<file path="src/rtl/core/kap_pkg.sv">
// Shared constants for the keypad alarm panel: widths, key codes, message codes,
// lamp patterns and register indexes. No dependencies.
package kap_pkg;

    localparam int LIGHT_BITS_DEF = 10;
    localparam int CFG_W          = 16;
    localparam int CFG_IDX_W      = 3;
    localparam int KEY_W          = 5;
    localparam int BTN_W          = 4;
    localparam int LAMP_W         = 8;
    localparam int MSG_W          = 3;
    localparam int STARS_W        = 2;
    localparam int WAIT_W         = 16;
    localparam int OUT_W          = 16;

    // output tdata field positions
    localparam int OUT_MSG_LSB    = LAMP_W;
    localparam int OUT_STARS_LSB  = LAMP_W + MSG_W;

    // register indexes
    localparam logic [CFG_IDX_W-1:0] CFG_CODE_FIRST  = 3'd0;
    localparam logic [CFG_IDX_W-1:0] CFG_CODE_SECOND = 3'd1;
    localparam logic [CFG_IDX_W-1:0] CFG_CODE_THIRD  = 3'd2;
    localparam logic [CFG_IDX_W-1:0] CFG_LIGHT_MAX   = 3'd3;
    localparam logic [CFG_IDX_W-1:0] CFG_LIGHT_MIN   = 3'd4;
    localparam logic [CFG_IDX_W-1:0] CFG_TIMEOUT     = 3'd5;

    // register reset values
    localparam logic [KEY_W-1:0]  CODE_FIRST_RST  = 5'd1;
    localparam logic [KEY_W-1:0]  CODE_SECOND_RST = 5'd2;
    localparam logic [KEY_W-1:0]  CODE_THIRD_RST  = 5'd3;
    localparam int                LIGHT_MAX_RST   = 'h0AA;
    localparam int                LIGHT_MIN_RST   = 'h01F;
    localparam logic [WAIT_W-1:0] TIMEOUT_RST     = 16'd10000;

    // key codes
    localparam logic [KEY_W-1:0] KEY_NONE = 5'd0;
    localparam logic [KEY_W-1:0] KEY_ZERO = 5'd10;
    localparam logic [KEY_W-1:0] KEY_STAR = 5'd11;
    localparam logic [KEY_W-1:0] KEY_HASH = 5'd12;

    // button patterns in potential intruder and intruder
    localparam logic [BTN_W-1:0] BTN_NONE      = 4'd0;
    localparam logic [BTN_W-1:0] BTN_DISTRESS1 = 4'd2;
    localparam logic [BTN_W-1:0] BTN_DISTRESS2 = 4'd4;
    localparam logic [BTN_W-1:0] BTN_RESET     = 4'd9;

    // message codes
    localparam logic [MSG_W-1:0] MSG_DISARMED = 3'd0;
    localparam logic [MSG_W-1:0] MSG_AWAY     = 3'd1;
    localparam logic [MSG_W-1:0] MSG_STAY     = 3'd2;
    localparam logic [MSG_W-1:0] MSG_POTINT   = 3'd3;
    localparam logic [MSG_W-1:0] MSG_INTRUDER = 3'd4;
    localparam logic [MSG_W-1:0] MSG_SYSRESET = 3'd5;

    // lamp patterns
    localparam logic [LAMP_W-1:0] LAMP_RST      = 8'h01;
    localparam logic [LAMP_W-1:0] LAMP_OFF      = 8'h00;
    localparam logic [LAMP_W-1:0] LAMP_BAND0    = 8'h42;
    localparam logic [LAMP_W-1:0] LAMP_BAND1    = 8'h26;
    localparam logic [LAMP_W-1:0] LAMP_BAND2    = 8'h0E;
    localparam logic [LAMP_W-1:0] LAMP_BAND3    = 8'h1E;
    localparam logic [LAMP_W-1:0] LAMP_SIREN_HI = 8'hE0;
    localparam logic [LAMP_W-1:0] LAMP_SIREN_LO = 8'h60;
    localparam logic [LAMP_W-1:0] LAMP_SYSRESET = 8'h12;
    localparam logic [LAMP_W-1:0] LAMP_DISTRESS = 8'h10;

endpackage

</file>
<file path="src/rtl/core/keypad_alarm_panel_fsm.sv">
// Keypad alarm panel mode controller, one tick request in, one result out.
// Depends on kap_pkg.
//
//  channel   dir  handshake              payload
//  s (tick)  in   i_s_tvalid/o_s_tready  i_s_tdata: key, sensor, buttons, light level
//  m (state) out  o_m_tvalid/i_m_tready  o_m_tdata: lamp port, message, stars shown
//  cfg       in   i_cfg_wr_en            i_cfg_idx, i_cfg_wdata
//
//  One request per cycle while the result is not stalled; each request passes the input
//  register, then mode logic into the result register.
//  A stalled result holds the pipe: the input register still takes one request.
//  Synchronous active-low reset clears the valid flags and sets mode state and configuration
module keypad_alarm_panel_fsm
    import kap_pkg::*;
#(
    parameter int LIGHT_BITS = LIGHT_BITS_DEF
) (
    input  logic                 i_clk,
    input  logic                 i_rst_n,
    input  logic                 i_s_tvalid,
    output logic                 o_s_tready,
    // key[4:0], sensor_tripped[5], buttons[9:6], light_level[10 +: LIGHT_BITS], zero pad
    input  logic [((10+LIGHT_BITS+7)/8)*8-1:0] i_s_tdata,
    output logic                 o_m_tvalid,
    input  logic                 i_m_tready,
    // lamp_port[7:0], message[10:8], stars_shown[12:11], zero pad
    output logic [OUT_W-1:0]     o_m_tdata,
    input  logic                 i_cfg_wr_en,
    input  logic [CFG_IDX_W-1:0] i_cfg_idx,
    input  logic [CFG_W-1:0]     i_cfg_wdata
);

    localparam int LIGHT_LSB = KEY_W + 1 + BTN_W;

    typedef enum logic [7:0] {
        MODE_START    = 8'b0000_0001,
        MODE_DISARM   = 8'b0000_0010,
        MODE_AWAY     = 8'b0000_0100,
        MODE_STAY     = 8'b0000_1000,
        MODE_POTINT   = 8'b0001_0000,
        MODE_INTRUDER = 8'b0010_0000,
        MODE_RESET    = 8'b0100_0000,
        MODE_DISTRESS = 8'b1000_0000
    } t_mode;

    function automatic logic [MSG_W-1:0] base_msg(input t_mode m);
        logic [MSG_W-1:0] r;
        unique case (m)
            MODE_AWAY:     r = MSG_AWAY;
            MODE_STAY:     r = MSG_STAY;
            MODE_POTINT:   r = MSG_POTINT;
            MODE_INTRUDER: r = MSG_INTRUDER;
            MODE_RESET:    r = MSG_SYSRESET;
            default:       r = MSG_DISARMED;
        endcase
        return r;
    endfunction

    // configuration
    logic [KEY_W-1:0]      r_code_first, r_code_second, r_code_third;
    logic [LIGHT_BITS-1:0] r_light_max, r_light_min;
    logic [WAIT_W-1:0]     r_timeout;

    // input register
    logic                  r_in_vld;
    logic [KEY_W-1:0]      r_key;
    logic                  r_sensor;
    logic [BTN_W-1:0]      r_btn;
    logic [LIGHT_BITS-1:0] r_light;

    // mode state
    t_mode                 r_mode, n_mode;
    logic [2:0]            r_entry, n_entry;
    logic [KEY_W-1:0]      r_prev_key, n_prev_key;
    logic [LAMP_W-1:0]     r_lamp, n_lamp;
    logic                  r_siren, n_siren;
    logic [WAIT_W-1:0]     r_wait, n_wait;
    logic [MSG_W-1:0]      r_msg, n_msg;

    // result register
    logic                  r_out_vld;
    logic [OUT_W-1:0]      r_out_data;

    logic                  s_fire, adv;
    logic [KEY_W-1:0]      x, digit_odd, digit_even;
    logic [WAIT_W:0]       wait_inc;
    logic [LIGHT_BITS-1:0] band_step;
    logic [LIGHT_BITS+1:0] thr1, thr2, thr3, level_ext;
    logic [LAMP_W-1:0]     band_lamp;
    logic [3:0]            star_sum;
    logic [STARS_W-1:0]    stars;

    assign adv        = r_in_vld && (!r_out_vld || i_m_tready);
    assign o_s_tready = !r_in_vld || adv;
    assign s_fire     = i_s_tvalid && o_s_tready;
    assign o_m_tvalid = r_out_vld;
    assign o_m_tdata  = r_out_data;

    always_ff @(posedge i_clk) begin
        if (!i_rst_n) begin
            r_code_first  <= CODE_FIRST_RST;
            r_code_second <= CODE_SECOND_RST;
            r_code_third  <= CODE_THIRD_RST;
            r_light_max   <= LIGHT_BITS'(LIGHT_MAX_RST);
            r_light_min   <= LIGHT_BITS'(LIGHT_MIN_RST);
            r_timeout     <= TIMEOUT_RST;
        end else if (i_cfg_wr_en) begin
            unique case (i_cfg_idx)
                CFG_CODE_FIRST:  r_code_first  <= i_cfg_wdata[KEY_W-1:0];
                CFG_CODE_SECOND: r_code_second <= i_cfg_wdata[KEY_W-1:0];
                CFG_CODE_THIRD:  r_code_third  <= i_cfg_wdata[KEY_W-1:0];
                CFG_LIGHT_MAX:   r_light_max   <= i_cfg_wdata[LIGHT_BITS-1:0];
                CFG_LIGHT_MIN:   r_light_min   <= i_cfg_wdata[LIGHT_BITS-1:0];
                CFG_TIMEOUT:     r_timeout     <= i_cfg_wdata[WAIT_W-1:0];
                default: ;
            endcase
        end
    end

    always_ff @(posedge i_clk) begin
        if (!i_rst_n) begin
            r_in_vld <= 1'b0;
        end else if (s_fire) begin
            r_in_vld <= 1'b1;
        end else if (adv) begin
            r_in_vld <= 1'b0;
        end
    end

    always_ff @(posedge i_clk) begin
        if (s_fire) begin
            r_key    <= i_s_tdata[KEY_W-1:0];
            r_sensor <= i_s_tdata[KEY_W];
            r_btn    <= i_s_tdata[KEY_W+1 +: BTN_W];
            r_light  <= i_s_tdata[LIGHT_LSB +: LIGHT_BITS];
        end
    end

    // light bands for away mode
    always_comb begin
        band_step = (r_light_max >= r_light_min) ? ((r_light_max - r_light_min) >> 2)
                                                 : '0;
        thr1      = {2'b00, band_step} + {2'b00, r_light_min};
        thr2      = {1'b0, band_step, 1'b0} + {2'b00, r_light_min};
        thr3      = {1'b0, band_step, 1'b0} + {2'b00, band_step} + {2'b00, r_light_min};
        level_ext = {2'b00, r_light};
        priority if (level_ext <= thr1) begin
            band_lamp = LAMP_BAND0;
        end else if (level_ext <= thr2) begin
            band_lamp = LAMP_BAND1;
        end else if (level_ext <= thr3) begin
            band_lamp = LAMP_BAND2;
        end else begin
            band_lamp = LAMP_BAND3;
        end
    end

    always_comb begin
        x          = r_prev_key;
        n_mode     = r_mode;
        n_entry    = r_entry;
        n_lamp     = r_lamp;
        n_siren    = r_siren;
        n_wait     = r_wait;
        n_msg      = r_msg;
        wait_inc   = {1'b0, r_wait} + 17'd1;
        digit_odd  = (r_entry == 3'd1) ? r_code_first :
                     (r_entry == 3'd3) ? r_code_second : r_code_third;
        digit_even = (r_entry == 3'd2) ? r_code_second : r_code_third;

        unique case (r_mode)
            MODE_START: begin
                n_mode  = MODE_DISARM;
                n_entry = 3'd0;
                n_msg   = MSG_DISARMED;
            end
            MODE_POTINT: begin
                n_wait = wait_inc[WAIT_W-1:0];
                if (wait_inc < {1'b0, r_timeout}) begin
                    if (r_btn != BTN_NONE) begin
                        n_wait  = '0;
                        n_entry = 3'd0;
                        if (r_btn == BTN_DISTRESS1 || r_btn == BTN_DISTRESS2) begin
                            n_lamp = LAMP_DISTRESS;
                            n_mode = MODE_DISTRESS;
                            n_msg  = MSG_DISARMED;
                        end else if (r_btn == BTN_RESET) begin
                            n_lamp = LAMP_SYSRESET;
                            n_mode = MODE_RESET;
                            n_msg  = MSG_SYSRESET;
                        end else begin
                            n_mode = MODE_INTRUDER;
                            n_msg  = MSG_INTRUDER;
                        end
                    end
                end else begin
                    n_wait  = '0;
                    n_mode  = MODE_INTRUDER;
                    n_entry = 3'd0;
                    n_msg   = MSG_INTRUDER;
                end
            end
            MODE_INTRUDER: begin
                n_siren = ~r_siren;
                n_lamp  = n_siren ? LAMP_SIREN_HI : LAMP_SIREN_LO;
                if (r_btn == BTN_RESET) begin
                    n_lamp  = LAMP_SYSRESET;
                    n_mode  = MODE_RESET;
                    n_entry = 3'd0;
                    n_msg   = MSG_SYSRESET;
                end
            end
            MODE_DISARM, MODE_AWAY, MODE_STAY, MODE_RESET, MODE_DISTRESS: begin
                if (r_entry != 3'd0) begin
                    // code entry: odd steps hold a digit until release, even steps wait for the next digit
                    unique case (r_entry)
                        3'd1, 3'd3, 3'd5: begin
                            if (x == digit_odd) begin
                                n_entry = r_entry;
                            end else if (x == KEY_NONE) begin
                                n_entry = r_entry + 3'd1;
                            end else begin
                                n_entry = 3'd0;
                                n_msg   = base_msg(r_mode);
                            end
                        end
                        3'd2, 3'd4: begin
                            if (x == KEY_NONE) begin
                                n_entry = r_entry;
                            end else if (x == digit_even) begin
                                n_entry = r_entry + 3'd1;
                            end else begin
                                n_entry = 3'd0;
                                n_msg   = base_msg(r_mode);
                            end
                        end
                        3'd6: begin
                            if (x == KEY_NONE) begin
                                n_entry = r_entry;
                            end else if (r_mode == MODE_DISARM && x == KEY_HASH) begin
                                n_mode  = MODE_AWAY;
                                n_entry = 3'd0;
                                n_msg   = MSG_AWAY;
                            end else if (r_mode == MODE_DISARM && x == KEY_STAR) begin
                                n_mode  = MODE_STAY;
                                n_entry = 3'd0;
                                n_msg   = MSG_STAY;
                            end else if (r_mode != MODE_DISARM && x == KEY_ZERO) begin
                                if (r_mode != MODE_STAY) begin
                                    n_lamp = LAMP_OFF;
                                end
                                n_mode  = MODE_DISARM;
                                n_entry = 3'd0;
                                n_msg   = MSG_DISARMED;
                            end else begin
                                n_entry = 3'd0;
                                n_msg   = base_msg(r_mode);
                            end
                        end
                        default: begin
                            n_entry = 3'd0;
                            n_msg   = base_msg(r_mode);
                        end
                    endcase
                end else if (r_mode == MODE_AWAY) begin
                    if (x != r_code_first) begin
                        if (r_sensor) begin
                            n_lamp  = LAMP_OFF;
                            n_mode  = MODE_POTINT;
                            n_entry = 3'd0;
                            n_msg   = MSG_POTINT;
                        end else begin
                            n_lamp = band_lamp;
                        end
                    end else begin
                        n_entry = 3'd1;
                    end
                end else if (r_mode == MODE_STAY && r_sensor) begin
                    n_mode  = MODE_INTRUDER;
                    n_entry = 3'd0;
                    n_msg   = MSG_INTRUDER;
                end else if (x == r_code_first) begin
                    n_entry = 3'd1;
                end
            end
            default: begin
                n_mode  = MODE_START;
                n_entry = 3'd0;
                n_msg   = MSG_DISARMED;
            end
        endcase

        star_sum = {1'b0, r_entry} + 4'd1;
        if (n_entry == 3'd0) begin
            stars = '0;
        end else if (star_sum[3]) begin
            stars = 2'd3;
        end else begin
            stars = star_sum[2:1];
        end

        if (n_mode != MODE_POTINT && n_mode != MODE_INTRUDER && n_mode != MODE_START) begin
            n_prev_key = r_key;
        end else begin
            n_prev_key = r_prev_key;
        end
    end

    always_ff @(posedge i_clk) begin
        if (!i_rst_n) begin
            r_mode     <= MODE_START;
            r_entry    <= 3'd0;
            r_prev_key <= KEY_NONE;
            r_lamp     <= LAMP_RST;
            r_siren    <= 1'b0;
            r_wait     <= '0;
            r_msg      <= MSG_DISARMED;
        end else if (adv) begin
            r_mode     <= n_mode;
            r_entry    <= n_entry;
            r_prev_key <= n_prev_key;
            r_lamp     <= n_lamp;
            r_siren    <= n_siren;
            r_wait     <= n_wait;
            r_msg      <= n_msg;
        end
    end

    always_ff @(posedge i_clk) begin
        if (!i_rst_n) begin
            r_out_vld <= 1'b0;
        end else if (adv) begin
            r_out_vld <= 1'b1;
        end else if (i_m_tready) begin
            r_out_vld <= 1'b0;
        end
    end

    always_ff @(posedge i_clk) begin
        if (adv) begin
            r_out_data <= {{(OUT_W-LAMP_W-MSG_W-STARS_W){1'b0}}, stars, n_msg, n_lamp};
        end
    end

endmodule

</file>
<file path="config.mk">
export PLATFORM = sky130hd
export DESIGN_NAME = keypad_alarm_panel_fsm
export DESIGN_NICKNAME = d
export VERILOG_FILES = /design/src/rtl/core/kap_pkg.sv /design/src/rtl/core/keypad_alarm_panel_fsm.sv
export SDC_FILE = /design/constraint.sdc
export NUM_CORES = 1
export LEC_CHECK = 0
export ABC_CLOCK_PERIOD_IN_PS = 7850
export BUFFER_PORTS_ARGS = -buffer_cell sky130_fd_sc_hd__buf_2
export CELL_PAD_IN_SITES_DETAIL_PLACEMENT = 2
export CELL_PAD_IN_SITES_GLOBAL_PLACEMENT = 2
export CORE_MARGIN = 2
export CORE_UTILIZATION = 23
export CTS_CLUSTER_DIAMETER = 150
export DETAILED_ROUTE_END_ITERATION = 6
export GPL_ROUTABILITY_DRIVEN = 0
export HOLD_SLACK_MARGIN = 0.15
export PLACE_DENSITY = 0.56
export SYNTH_ARGS = -nofsm -noshare
export SYNTH_HDL_FRONTEND = slang
export SYNTH_SLANG_ARGS = --single-unit
</file>
<file path="constraint.sdc">
create_clock -name i_clk -period 7.85 [get_ports i_clk]
set_input_delay 0.3925 -clock i_clk [delete_from_list [all_inputs] [get_ports i_clk]]
set_output_delay 0.3925 -clock i_clk [all_outputs]
set_load 0.05 [all_outputs]
</file>
# == Word level (Yosys, flattened, before mapping) ==
# Cells that the tools add are included.
# W data, S select, Z words.
# word_totals
reg_bits,130
in_bits,48
output_inout_bits,18
# op_classes
n_addsub,8
magnitude_cmp,5
n_eq_ne,34
n_mux,84
bitwise,1
n_reduce_logical,32
# op_table
cell,count
$mux W8,31
$mux W3,31
$pmux W3 S3,5
$le A10 B11 Y1,3
$mux W16,2
$pmux W8 S4,1
$pmux W8 S3,1
$mux W5,4
$reduce_and A2 Y1,9
$add A16 B1 Y17 const B,1
$lt A17 B16 Y1,1
$eq A3 B3 Y1 const B,5
$eq A5 B4 Y1 const B,3
$eq A5 B5 Y1,3
$mux W7,2
$eq A3 B2 Y1 const B,4
$add A10 B10 Y11,1
$add A8 B10 Y11,1
$add A9 B10 Y11,1
$add A9 B8 Y10,1
$ge A10 B10 Y1,1
$sub A10 B10 Y10,1
$eq A8 B1 Y1 const B,1
$eq A8 B2 Y1 const B,1
other kinds (33),50

# == Logic depth before layout (Yosys ltp) ==
# logic_depth
ltp_word,13
mapped_depth,30

# == Least setup slack after synthesis ==
# No wires, ideal clock.
# synth_path
path_type,reg2reg
start,register r_light_min[1]
end,register r_lamp[4]
t_arrival_ns,5.687
t_required_ns,7.776
path_slack_ns,2.088
stages_incl_launch_ff,29
path_buffers,1
synth_period_minus_slack_ns,5.762
path_cell_list,dfxtp_1 inv_1 ha_1 nor2b_1 o21a_1 o21a_1 o21a_1 o211ai_1 a21oi_1 o31ai_1 clkbuf_1 nor3_1 ha_1 a21o_1 a21oi_1 o21bai_1 a21oi_1 nor2b_1 o21a_1 o31a_1 xnor2_1 ha_1 nand3_1 a21oi_1 o21ai_0 a211o_1 nor4_1 o2111ai_1 a31oi_1
# synth_via
elab_chain_cells,13
# synth_rtl
element,line_no,rtl
from (decl),keypad_alarm_panel_fsm.sv:61,"logic [LIGHT_BITS-1:0] r_light_max, r_light_min;"
from (signal assigned),keypad_alarm_panel_fsm.sv:105,r_light_min <= LIGHT_BITS'(LIGHT_MIN_RST);
from (signal assigned),keypad_alarm_panel_fsm.sv:113,CFG_LIGHT_MIN: r_light_min <= i_cfg_wdata[LIGHT_BITS-1:0];
$sub A10 B10 Y10 / $ge A10 B10 Y1 (equally long branches),keypad_alarm_panel_fsm.sv:141,band_step = (r_light_max >= r_light_min) ? ((r_light_max - r_light_min) >> 2)
$mux W8,keypad_alarm_panel_fsm.sv:141,
$add A9 B8 Y10,keypad_alarm_panel_fsm.sv:145,"thr3 = {1'b0, band_step, 1'b0} + {2'b00, band_step} + {2'b00, r_light_min};"
$add A10 B10 Y11,keypad_alarm_panel_fsm.sv:145,
$le A10 B11 Y1,keypad_alarm_panel_fsm.sv:151,end else if (level_ext <= thr3) begin
$mux W5,keypad_alarm_panel_fsm.sv:151,
$mux W6,keypad_alarm_panel_fsm.sv:149,end else if (level_ext <= thr2) begin
$mux W7 *,keypad_alarm_panel_fsm.sv:147,priority if (level_ext <= thr1) begin
$mux W8 *,keypad_alarm_panel_fsm.sv:267,if (r_sensor) begin
$mux W8 *,keypad_alarm_panel_fsm.sv:266,if (x != r_code_first) begin
$mux W8 *,keypad_alarm_panel_fsm.sv:265,end else if (r_mode == MODE_AWAY) begin
$mux W8 *,keypad_alarm_panel_fsm.sv:214,if (r_entry != 3'd0) begin
$pmux W8 S3 *,keypad_alarm_panel_fsm.sv:171,unique case (r_mode)
to (signal assigned),keypad_alarm_panel_fsm.sv:322,r_lamp <= n_lamp;
to (decl),keypad_alarm_panel_fsm.sv:75,"logic [LAMP_W-1:0] r_lamp, n_lamp;"
# Mark *: on every way between the ends. The rest lies on a longest branch, timed or not.
# A chain may end at the register's enable or synchronous reset.

# == Final worst setup path ==
# Same ends and word-level chain as after synthesis.

==> results.txt <==
----------------------------------------------------
[STA]
  Worst slew margin relative to its limit ... 0.146
  Max frequency ... 0.141 GHz
  Total Neg Setup Slack ... 0 ns
  Worst hold margin ... 0.187 ns
  Final hold violation count ... 0
  Number of failing setup endpoints in the final timing report ... 0
  Pin slew with the least headroom to its limit ... 1.27 ns
  Max Transition Viols Final ... 0
  Setup skew after layout ... 0.0108 ns
  Min cycle time layout ... 7.11 ns
  Setup repair after global routing missed its margin ... false
  Final worst-path cycle share ... 0.906

[Finish]
  Area occupied by registers ... 2930 sq um
  Cell area after layout ... 10900 sq um
  Count of nets after finishing ... 1309
  End-of-flow core utilization ... 0.274
  Total area of multi-input combinational cells ... 5840 sq um
  Fillers ... 4547
  P&R area growth vs syn ... 17.7%
  Share of layout cells above drive strength 1 ... 0.108

[Die]
  Standard-cell row count ... 73
  Height of the chip ... 204 um
  Horizontal extent of the die ... 204 um
  Core outline area ... 39600 sq um
  Boundary pin count ... 66
  Overall die area ... 41700 sq um
  Initial core utilization ... 0.233

[Critical path]
  Crit path required time ... 8.21 ns
  Reg2Reg Setup Slack ... 0.74 ns
  Startpoint Class ... flip-flop
  Endpoint of the lowest-slack register-to-register path ... r_lamp[4]
  Worst reg2reg path depth ... 27
  Data arrival time of the critical path ... 7.47 ns
  Critical-path top delay cell ... nor4_1
  Origin of the worst setup path ... r_light_min[1]
  Critical Setup Path Class ... reg -> reg
  Reg2Reg Launch Point ... r_light_min[1]
  Cell depth of the worst setup path ... 27
  Kind of capture point of the worst setup path ... flip-flop
  Worst path bufs/invs ... 1
  CP Capture Point ... r_lamp[4]
  Highest fanout seen on the critical path ... 6
  Largest stage delay on the critical path ... 0.68 ns
  Kind of cell adding the most delay to the critical path ... compound AO/OA/AOI/OAI gates

[Power]
  Pleak ... 0.00419 uW
  Largest vdd supply drop ... 0.000134 V
  Power, Total ... 2120 uW
  Areal power density over the cells ... 196 nW/um^2

[Synthesis]
  Post-synthesis async set-or-reset flop share ... 0
  Post-Synthesis Mean Instance Area ... 8.35 sq um
  Synthesis-stage register bit count ... 130
  Number of synthesized flops with an enable pin ... 33
  Area of the mapped netlist ... 9220 sq um
  Post-Syn Instances ... 1104
  Post-synth top flop ... dfxtp_1
  Count of yosys warnings during synthesis ... 0
  Unique masters post-synth ... 87
  Library cell with the largest summed area after synthesis ... dfxtp_1
  Post-synthesis sequential area ratio ... 0.318
  Yosys top cell area share ... 0.211
  Most area-consuming cells after synthesis ... dfxtp_1, ha_1, edfxtp_1

[Global routing]
  Sum of overflow across all layers after global routing ... 0
  Maximum number of pins on one net before global-route repair ... 50
  Initial antenna violation count ... 2
  Global-route wire length before repair ... 52700 um
  Via count of the first global-routing pass ... 9001
  GRT Overall Usage ... 0.164

[Placed design]
  Final HPWL from detailed placement ... 25600 um
  Total cell area at the placement stage ... 10000 sq um
  IO Port Bufs ... 58

[Drt]
  Post-detailed-route count of antenna-violating nets ... 0
  Number of DRC violations after detailed routing ... 0
  Average wire per cell in the routed design ... 19.5 um
  Violation count after the first detailed-route iteration ... 306
  Final WL ... 33300 um
  Detailed-route via count ... 8359
  Per-cell via count in the routed design ... 4.90
  Count of TritonRoute iterations in the first routing pass ... 4

[Outcome]
  Run status ... complete, no violations

[Hold path]
  Worst min path class ... in -> reg
  Start point of the worst hold path ... i_s_tvalid

[Clocking]
  Maximum buffer depth of the clock tree ... 2
  Clock transition at the register clock pins on the worst setup and hold paths after CTS ... 0.06 ns
  TritonCTS clock tree ... done
  Clock sink count ... 130
  CTS-repair resized insts ... 0
  Number of H-tree branching levels ... 4
  Worst skew pair latency ... 0.43 ns
  Number of buffers added by the clock tree synthesis step ... 17
  Clock tree root buffer cell ... clkbuf_16

[Job]
  Max cap viols ... 0

----------------------------------------------------
layout by cell type, fill, tap and decap left out, types with 10 or more instances in the layout:
| cell type | synthesis | routed |
|---|---|---|
| nand2_1 | 140 | 140 |
| a21oi_1 | 105 | 105 |
| dfxtp_1 | 97 | 97 |
| ha_1 | 85 | 85 |
| nor2_1 | 67 | 67 |
| buf_2 | 4 | 58 |
| o21ai_0 | 56 | 56 |
| inv_1 | 56 | 55 |
| nand3_1 | 52 | 52 |
| edfxtp_1 | 33 | 33 |
| xor2_1 | 30 | 30 |
| xnor2_1 | 25 | 25 |
| nor2b_1 | 23 | 23 |
| nor3_1 | 23 | 23 |
| mux2i_1 | 21 | 21 |
| nand2b_1 | 20 | 20 |
| dlygate4sd3_1 | 0 | 20 |
| clkbuf_16 | 0 | 19 |
| a21o_1 | 17 | 17 |
| or3_1 | 15 | 15 |
| nor4_1 | 14 | 14 |
| o211ai_1 | 14 | 14 |
| a31oi_1 | 13 | 13 |
| and3_1 | 11 | 11 |
| o21a_1 | 11 | 11 |
| nand4_1 | 10 | 10 |
| fa_1 | 10 | 10 |
| buf_4 | 4 | 10 |
through the flow:
| stage | setup slack [ns] | std cells |
|---|---|---|
| global route | 0.0827 | 1704 |
| CTS | 0.706 | 1704 |
| finish | 0.740 | 1705 |
| global placement | 0.886 | 1652 |
| floorplan | 2.09 | 1106 |
| detailed placement | 0.731 | 1652 |
where the power goes:
part           total [uW]  leakage [uW]  switching (uW)  internal, uW
registers             731       0.00110            23.1           708
clock network         878      0.000311             332           547
logic                 515       0.00277             313           202
layout make-up:
class,count,area share
inverters,57,0.0197
clock buffers,21,0.0454
flip-flops and latches,130,0.270
repair buffers,88,0.0521
well taps,525,0.0605
multi-input cells,872,0.538
clock inverters,11,0.0136
diodes,1,0.000231
sequential cells by signal (all words and copies together), names as in the netlist, 8 cells and up:
name and flops:
r_light_max 10, r_timeout 16, r_mode 8, r_light 10, r_wait 16, r_lamp 8, o_m_tdata 13, r_light_min 10
cell families after synthesis:
| family | synth area share |
|---|---|
| other | 0.000407 |
| and+or+nand+nor | 0.223 |
| AOI/OAI and AO/OA | 0.196 |
| muxes | 0.0240 |
| adders and majority gates | 0.137 |
| DFF | 0.318 |
| buffers and inverters | 0.0491 |
| xor gates and xnor gates | 0.0522 |
cells in the mapped netlist (3+ instances only):
master and instances:
nor2_1 67, a21oi_1 105, ha_1 85, a21boi_0 3, or4_1 3, o31ai_1 4
nor3b_1 3, a21o_1 17, nand3_1 52, dfxtp_1 97, buf_4 4, and2_1 9
o211ai_1 14, nor2b_1 23, nand2b_1 20, nand3b_1 4, nor3_1 23, clkbuf_1 33
edfxtp_1 33, buf_6 3, a31oi_1 13, or2_2 4, o21a_1 11, a211oi_1 7
fa_1 10, nor4_1 14, o2111ai_1 3, mux2i_1 21, buf_2 4, a22oi_1 3
and3_1 11, or3_1 15, xnor2_1 25, o21ai_0 56, nand2_1 140, nand4_1 10
a31o_2 4, xor2_1 30, inv_1 56, a211o_1 4
how the worst min path moves through the flow:
stage	endpoint	slack, ns	cells after the start
2_1_floorplan	r_timeout[0]	0.43	2
6_report	r_in_vld	0.19	3
5_1_grt	r_timeout[14]	0.19	3
3_3_place_gp	r_timeout[0]	0.44	2
4_1_cts	r_in_vld	0.17	3
3_5_place_dp	r_timeout[0]	0.45	2
worst reg2reg max path: stages (launching register included):
cell       delay (ns)
dfxtp_1          0.36
inv_1            0.14
ha_1             0.31
nor2b_1          0.15
o21a_1           0.20
o21a_1           0.21
o21a_1           0.20
o211ai_1         0.27
a21oi_1          0.17
o31ai_1          0.64
nor3_1           0.24
ha_1             0.33
a21o_1           0.18
a21oi_1          0.23
o21bai_1         0.09
a21oi_1          0.24
nor2b_1          0.08
o21a_1           0.19
o31a_1           0.26
xnor2_1          0.15
ha_1             0.31
nand3_1          0.10
a21oi_1          0.13
o21ai_0          0.12
a211o_1          0.40
nor4_1           0.68
o2111ai_1        0.39
a31oi_1          0.25
per-layer routing:
metal	wire, um	up-vias	GRT usage
met3	867	14	0.0279
met4	204	2	0.0298
met2	16100	77	0.282
met5	13	-	0
met1	16100	4182	0.215
li1	-	4084	-
repair_timing:
item,in CTS,in global routing
hold buffers,20,0
setup buffers,0,0
hold endpoints to repair,20,0
Note: power is estimated with default switching activity, not from simulation.
